**src/rtl/wavetable_oscillator_interp_defines.svh**
```systemverilog
// ----------------------------------------------------------------------------
// Wavetable oscillator: assertion macros
// Concurrent check wrappers, compiled out when NO_ASSERTIONS is set.
// ----------------------------------------------------------------------------
`ifndef WAVETABLE_OSCILLATOR_INTERP_DEFINES_SVH
`define WAVETABLE_OSCILLATOR_INTERP_DEFINES_SVH

`ifndef NO_ASSERTIONS

// cond holds at every edge out of reset
`define WTOSC_ASSERT_ALWAYS(label, cond, msg) \
  label: assert property (@(posedge clk_i) disable iff (!rst_ni) (cond)) else $error(msg);

// ante in a cycle implies cons in the same cycle
`define WTOSC_ASSERT_IMPLIES(label, ante, cons, msg) \
  label: assert property (@(posedge clk_i) disable iff (!rst_ni) (ante) |-> (cons)) \
    else $error(msg);

// ante in a cycle implies cons in the next cycle
`define WTOSC_ASSERT_NEXT(label, ante, cons, msg) \
  label: assert property (@(posedge clk_i) disable iff (!rst_ni) (ante) |=> (cons)) \
    else $error(msg);

`else

`define WTOSC_ASSERT_ALWAYS(label, cond, msg)
`define WTOSC_ASSERT_IMPLIES(label, ante, cons, msg)
`define WTOSC_ASSERT_NEXT(label, ante, cons, msg)

`endif

`endif

```
**src/rtl/wtosc_pkg.sv**
```systemverilog
`timescale 1ns / 1ps
// ----------------------------------------------------------------------------
// Wavetable oscillator package
// Shared constants, register map and pipeline control type.
// ----------------------------------------------------------------------------
package wtosc_pkg;

  localparam int unsigned PHASE_W = 32;
  localparam int unsigned FRAC_W  = 16;
  localparam int unsigned LEN_W   = 13;
  localparam int unsigned AMP_W   = 16;
  localparam int unsigned IDX_IN_W = 12;

  localparam int unsigned PADDR_W = 4;
  localparam int unsigned PDATA_W = 32;

  // output queue
  localparam int unsigned OQ_DEPTH = 16;
  localparam int unsigned OQ_PTR_W = 4;
  localparam int unsigned OQ_CNT_W = 5;

  localparam logic [PHASE_W-1:0] RST_PHASE_STEP   = 32'd39370533;
  localparam logic [PHASE_W-1:0] RST_PHASE_OFFSET = 32'd0;
  localparam logic [AMP_W-1:0]   RST_AMPLITUDE    = 16'd16384;
  localparam logic [LEN_W-1:0]   RST_TABLE_LENGTH = 13'd1;

  typedef enum logic [1:0] {
    REG_PHASE_STEP   = 2'd0,
    REG_PHASE_OFFSET = 2'd1,
    REG_AMPLITUDE    = 2'd2,
    REG_TABLE_LENGTH = 2'd3
  } reg_idx_e;

  // per-stage control of one pipeline slot
  typedef struct packed {
    logic render;  // render request in this slot
    logic load;    // in-range load request in this slot
    logic bend;    // last frame of the buffer
  } ctrl_t;

endpackage

```
**src/rtl/wtosc_ofifo.sv**
```systemverilog
`timescale 1ns / 1ps
// ----------------------------------------------------------------------------
// Output queue
// Small register FIFO between the pipeline and the result channel.
// ----------------------------------------------------------------------------
module wtosc_ofifo #(
  parameter int unsigned WIDTH = 18
) (
  input  logic             clk_i,
  input  logic             rst_ni,
  input  logic             push_i,
  input  logic [WIDTH-1:0] wdata_i,
  input  logic             pop_i,
  output logic             valid_o,
  output logic [WIDTH-1:0] rdata_o
);
  import wtosc_pkg::*;

  logic [WIDTH-1:0]    mem_q [OQ_DEPTH];
  logic [OQ_PTR_W-1:0] wr_ptr_q, rd_ptr_q;
  logic [OQ_CNT_W-1:0] cnt_q;

  always_ff @(posedge clk_i or negedge rst_ni) begin
    if (!rst_ni) begin
      wr_ptr_q <= '0;
      rd_ptr_q <= '0;
      cnt_q    <= '0;
    end else begin
      if (push_i) begin
        wr_ptr_q <= wr_ptr_q + OQ_PTR_W'(1);
      end
      if (pop_i) begin
        rd_ptr_q <= rd_ptr_q + OQ_PTR_W'(1);
      end
      cnt_q <= cnt_q + OQ_CNT_W'(push_i) - OQ_CNT_W'(pop_i);
    end
  end

  always_ff @(posedge clk_i) begin
    if (push_i) begin
      mem_q[wr_ptr_q] <= wdata_i;
    end
  end

  assign valid_o = (cnt_q != '0);
  assign rdata_o = mem_q[rd_ptr_q];

endmodule

```
**config.mk**
```make
export PLATFORM = sky130hd
export DESIGN_NAME = wtosc_ofifo
export DESIGN_NICKNAME = d
export VERILOG_FILES = /design/src/rtl/wavetable_oscillator_interp_defines.svh /design/src/rtl/wtosc_pkg.sv /design/src/rtl/wtosc_ofifo.sv
export SDC_FILE = /design/constraint.sdc
export NUM_CORES = 1
export LEC_CHECK = 0
export CORE_ASPECT_RATIO = 0.75
export CORE_MARGIN = 10
export CORE_UTILIZATION = 45
export CTS_CLUSTER_SIZE = 24
export DETAILED_ROUTE_END_ITERATION = 10
export DONT_BUFFER_PORTS = 1
export GPL_ROUTABILITY_DRIVEN = 1
export MAX_ROUTING_LAYER = met4
export PLACE_DENSITY_LB_ADDON = 0.1
export SLEW_MARGIN = 30
export SYNTH_ARGS = -nofsm -noshare
export SYNTH_HDL_FRONTEND = slang
export SYNTH_SLANG_ARGS = --single-unit
```
**constraint.sdc**
```tcl
create_clock -name clk_i -period 3.2 [get_ports clk_i]
set_input_delay 0.16 -clock clk_i [delete_from_list [all_inputs] [get_ports clk_i]]
set_output_delay 0.16 -clock clk_i [all_outputs]
set_load 0.01 [all_outputs]
```
==> results.sh, run 1 <==
export IMPL_slew_viol_final=0
export IMPL_clockBufferDepth=3
export IMPL_fin_nets=613
export IMPL_drc=0
export IMPL_post_cts_setup_buffers=0
export IMPL_place_inst=864
export IMPL_timing_final_crit_period_ns=2.925
export IMPL_r2r_start="wr_ptr_q[0]$_DFFE_PN0P_"
export IMPL_synth_edf_count=288
export IMPL_grt_first_pass_wirelength_mm=37.74
export IMPL_wl_mm=25.61
export IMPL_finalNonFillerCells=942
export IMPL_cp_arrival_ns=2.76
export IMPL_clock_sinks=301
export IMPL_start_kind="flop"
export IMPL_wl_per_cell_um=27.19
export IMPL_vias=5256
export IMPL_synthTopCellsByCount="edfxtp_1 (288), mux4_2 (72), a22oi_1 (36), nand2_1 (25), nor2_1 (14)"
export IMPL_ys_types=27
export IMPL_synthFlopType="edfxtp_1"
export IMPL_cts_root_buf="clkbuf_16"
export IMPL_area_growth_pct=15.38
export IMPL_cp_max_fo=32
export IMPL_grt_max_degree=39
export IMPL_dieArea_um2=32510
export IMPL_async_reset_ff_share_pct=4.319
export IMPL_drt_iter0_drc=364
export IMPL_maxCapViolCount=0
export IMPL_seq_area_frac_synth_pct=77.79
export IMPL_hold_path_class="primary input to flop"
export IMPL_viasPerCell=5.580
export IMPL_row_count=50
export IMPL_antenna_found_initial=2
export IMPL_yosysTopAreaCellShare_pct=74.97
export IMPL_h_tree_depth=1
export IMPL_grt_usage_pct=16.52
export IMPL_crit_start="rd_ptr_q[0]$_DFFE_PN0P_"
export IMPL_synth_most_common_cell="edfxtp_1"
export IMPL_cts_tree="yes"
export IMPL_synth_avg_cell_area_um2=22.10
export IMPL_peakVddDrop_mv=0.4299
export IMPL_cp_data_required_time_ns=3.04
export IMPL_tightest_slew_ns=0.7286
export IMPL_clkLatencyLatePin_ns=0.54
export IMPL_power_leakage_nw=4.321
export IMPL_max_slew_margin_pct=51.38
export IMPL_drive_above_1_share_pct=28.07
export IMPL_drt_first_pass_iters=4
export IMPL_ys_ff_latch=301
export IMPL_io_pins=41
export IMPL_period_share_pct=91.40
export IMPL_hold_viol=0
export IMPL_overflow=0
export IMPL_initial_core_util_pct=45.99
export IMPL_place_gp_congestion=0.7382
export IMPL_ant_nets=0
export IMPL_path_clk_slew_ns=0.07
export IMPL_fmax_mhz=341.9
export IMPL_critPathKind="flop to output port"
export IMPL_syn_area_um2=11540
export IMPL_numCtsBuffers=30
export IMPL_finalSetupTns_ns=0
export IMPL_yosys_warnings=0
export IMPL_power_density_nw_per_um2=884.8
export IMPL_synthTopCellsByArea="edfxtp_1 (75%), mux4_2 (14%), dfrtp_1 (2.8%)"
export IMPL_cts_hold_buf=21
export IMPL_hpwlAfterDp_mm=14.48
export IMPL_min_from="pop_i"
export IMPL_run_status="finished clean"
export IMPL_netlist_instances=522
export IMPL_dieWidth_um=204.9
export IMPL_synth_area_leader_cell="edfxtp_1"
export IMPL_fin_skew_ns=0.009293
export IMPL_end_kind="output port"
export IMPL_rsz0062_at_grt="false"
export IMPL_synth_fp_nets=556
export IMPL_grt_pass1_vias=5565
export IMPL_cts_repair_resized=0
export IMPL_port_buffers=0
export IMPL_setup_violations=0
export IMPL_dieHeight_um=158.7
export IMPL_core_um2=25090
## per-stage QoR
stage	cell area (µm²)	setup WS (ns)	utilization [%]	hold WS [ns]	total power, W
6_report	13310	0.2752	53.06	0.01907	0.01178
5_1_grt	13310	0.1020	53.06	0.02326	0.01236
4_1_cts	13310	0.2358	53.04	0.004263	0.01195
3_5_place_dp	12130	0.8155	48.36	-0.1349	0.008455
3_3_place_gp	12130	0.8208	48.36	-0.1349	0.008377
2_1_floorplan	11540	0.7843	-	-0.1356	0.007394
## worst max-delay path, stage by stage, from the launching register on
cell and delay [ns]:
dfrtp_4 0.86, buf_4 0.30, mux4_2 0.50, a22oi_1 0.27, nand2_1 0.24
## registers in the layout, indices dropped and copies added, names as in the netlist
name	flops
cnt_q	5
wr_ptr_q	4
rd_ptr_q	4
mem_q	288
## final timing paths
path	endpoint	slack (ns)	cells past startpoint
min in group asynchronous	rd_ptr_q[2]$_DFFE_PN0P_	0.08	1
worst min-delay path	cnt_q[0]$_DFF_PN0_	0.02	3
max in group asynchronous	rd_ptr_q[0]$_DFFE_PN0P_	2.64	1
worst max-delay path	rdata_o[5]	0.28	4
worst min register to register	wr_ptr_q[0]$_DFFE_PN0P_	0.56	1
worst max register to register	mem_q[7][16]$_DFFE_PP_	1.09	4
## cell type report
class	instances	area, µm²
diodes	2	5.005
flip-flops and latches	301	8979
multi-input cells	187	2451
inverters	8	30.03
repair buffers	51	460.4
well taps	338	422.9
clock inverters	19	167.7
clock buffers	36	794.5
fillers	1975	11780
## routing by layer
layer  wire (µm)  global-route usage [%]
met2       12460                   26.42
met5           0                       -
met4         343                   3.177
met1       11360                   22.14
met3        1447                   2.945
## power breakdown
part	leakage (nW)	switching [W]	internal [W]
registers	2.75	0.000344	0.00479
logic	1.09	0.00182	0.00141
clock network	0.481	0.00142	0.00200
total	4.32	0.00358	0.00820
## logic make-up (layout without fill, tap and decap cells)
kind of cell / after synthesis / in the layout / share of synthesized area, %
DFF: 301 / 301 / 77.79
muxes: 73 / 73 / 14.15
and+or+nand+nor: 51 / 51 / 1.865
AOI/OAI and AO/OA: 41 / 41 / 2.603
buffers and inverters: 34 / 114 / 1.464
adders and majority gates: 12 / 12 / 1.367
xor gates and xnor gates: 10 / 10 / 0.7592
other: 0 / 2 / 0
## cells in the final DEF, fill, tap and decap left out, types with 2 or more instances in the layout
cell,n
clkbuf_16,31
dfrtp_1,11
clkinv_2,10
a21oi_1,2
nand2_1,25
nand2b_1,2
mux4_2,72
clkinv_1,5
nor2_2,13
a22oi_1,36
nor3_2,4
ha_1,11
buf_4,28
buf_12,2
bufinv_16,3
dlygate4sd3_1,21
xor2_1,5
diode_2,2
edfxtp_1,288
xnor2_1,5
clkbuf_1,5
nor2b_2,2
nand4_1,2
inv_1,8
No activity file was read; power rests on OpenSTA's default activity.
==> run 2, diff against run 1 <==
--- a/config.mk
+++ b/config.mk
@@ -14,6 +14,7 @@
 export GPL_ROUTABILITY_DRIVEN = 1
 export MAX_ROUTING_LAYER = met4
 export PLACE_DENSITY_LB_ADDON = 0.1
+export REMOVE_ABC_BUFFERS = 1
 export SLEW_MARGIN = 30
 export SYNTH_ARGS = -nofsm -noshare
 export SYNTH_HDL_FRONTEND = slang
==> results.sh, run 2 (synthesized netlist as in run 1, its figures left out) <==
export IMPL_run_status="finished clean"
export IMPL_drc=0
export IMPL_tightest_slew_ns=0.6238
export IMPL_r2r_start="wr_ptr_q[0]$_DFFE_PN0P_"
export IMPL_max_slew_margin_pct=58.28
export IMPL_drive_above_1_share_pct=26.31
export IMPL_finalSetupTns_ns=0
export IMPL_peakVddDrop_mv=0.4688
export IMPL_wl_per_cell_um=26.18
export IMPL_post_cts_setup_buffers=0
export IMPL_hpwlAfterDp_mm=13.09
export IMPL_r2r_end="mem_q[10][3]$_DFFE_PP_"
export IMPL_final_cell_mix="edfxtp_1 (288), mux4_2 (72), a22oi_1 (36)"
export IMPL_dieWidth_um=204.9
export IMPL_fin_nets=607
export IMPL_ff2ff_path_depth=5
export IMPL_start_kind="flop"
export IMPL_maxCapViolCount=0
export IMPL_clkLatencyLatePin_ns=0.55
export IMPL_power_leakage_nw=4.274
export IMPL_whs_ns=0.05175
export IMPL_row_count=50
export IMPL_initial_core_util_pct=45.99
export IMPL_regArea_um2=8979
export IMPL_drt_iter0_drc=370
export IMPL_min_to="mem_q[5][17]$_DFFE_PP_"
export IMPL_multi_input_area_um2=2451
export IMPL_setup_violations=0
export IMPL_crit_cells=4
export IMPL_dieHeight_um=158.7
export IMPL_drt_first_pass_iters=4
export IMPL_hold_viol=0
export IMPL_hold_path_class="primary input to flop"
export IMPL_dieArea_um2=32510
export IMPL_area_growth_pct=14.92
export IMPL_critPathKind="flop to output port"
export IMPL_r2r_slack_ns=1.16
export IMPL_regMostFlops="mem_q"
export IMPL_layout_commonest_cell="edfxtp_1"
export IMPL_grt_usage_pct=15.79
export IMPL_fin_skew_ns=0.01080
export IMPL_slew_viol_final=0
export IMPL_core_um2=25090
export IMPL_overflow=0
export IMPL_clock_sinks=301
export IMPL_path_clk_slew_ns=0.06
export IMPL_cpPeakStageDelay_ns=0.76
export IMPL_timing_final_crit_period_ns=2.764
export IMPL_fin_area_um2=13260
export IMPL_viasPerCell=5.595
export IMPL_antenna_found_initial=1
export IMPL_rsz0062_at_grt="false"
export IMPL_cp_max_fo=26
export IMPL_place_inst=858
export IMPL_crit_slowest_cell="dfrtp_4"
export IMPL_largest_registers="mem_q x288, cnt_q x5"
export IMPL_cp_arrival_ns=2.60
export IMPL_period_share_pct=86.38
export IMPL_fmax_mhz=361.8
export IMPL_power_density_nw_per_um2=878.1
export IMPL_grt_pass1_vias=5460
export IMPL_grt_max_degree=43
export IMPL_finalNonFillerCells=932
export IMPL_grt_first_pass_wirelength_mm=36.23
export IMPL_crit_chain="buf_12, mux4_2, a22oi_1, nand2_1"
export IMPL_h_tree_depth=1
export IMPL_numCtsBuffers=30
export IMPL_dpl_instance_area_um2=12100
export IMPL_wl_mm=24.40
export IMPL_min_from="push_i"
export IMPL_ant_nets=0
export IMPL_crit_family="flip-flops"
export IMPL_cts_tree="yes"
export IMPL_place_gp_congestion=0.7243
export IMPL_nFillCells=1975
export IMPL_hold_path_cell_count=2
export IMPL_port_buffers=0
export IMPL_cts_root_buf="clkbuf_16"
export IMPL_end_kind="output port"
export IMPL_cp_data_required_time_ns=3.04
export IMPL_crit_start="rd_ptr_q[0]$_DFFE_PN0P_"
export IMPL_clockBufferDepth=3
export IMPL_worst_path_buf_inv=1
export IMPL_power_w=0.01164
export IMPL_vias=5215
export IMPL_largest_reg_flops=288
export IMPL_io_pins=41
[run 2: worst max path at each step]
stage                        endpoint
after CTS                 rdata_o[16]
final                      rdata_o[3]
after detailed placement  rdata_o[16]
after floorplan            rdata_o[0]
after global routing      rdata_o[16]
after global placement     rdata_o[6]
[run 2: stage by stage]
| stage | util (%) | setup slack [ns] |
|---|---|---|
| global route | 52.85 | 0.2481 |
| CTS | 52.84 | 0.3532 |
| finish | 52.85 | 0.4358 |
| floorplan | - | -0.8210 |
| detailed placement | 48.23 | 0.9395 |
| global placement | 48.23 | 0.9520 |
[run 2: per-layer routing]
layer,track usage (%),wire length [µm]
met5,-,0
met4,3.527,459
met3,2.864,1196
met2,25.25,11880
met1,20.93,10860
[run 2: timing repair]
item                      4_1_cts  5_1_grt
hold endpoints to repair      311        0
hold buffers                   21        0
resized for setup               0        0
[run 2: final cells by class]
type	instances	share of cell area [%]
diodes	1	0.01888
clock inverters	12	1.019
clock buffers	40	6.106
flip-flops and latches	301	67.72
inverters	8	0.2265
multi-input cells	187	18.49
repair buffers	45	3.228
well taps	338	3.190
[run 2: worst reg2reg max path, stage by stage (launching register included)]
cell,delay (ns)
dfrtp_1,0.43
inv_1,0.11
ha_1,0.15
nand2_1,0.15
nor2_2,0.46
buf_4,0.39
[run 2: power breakdown]
part           leakage, nW  total (W)  internal (W)  switching [W]
combinational         1.06    0.00317       0.00140        0.00177
sequential            2.75    0.00510       0.00479       0.000314
clock                0.461    0.00337       0.00200        0.00137
total                 4.27     0.0116       0.00819        0.00345
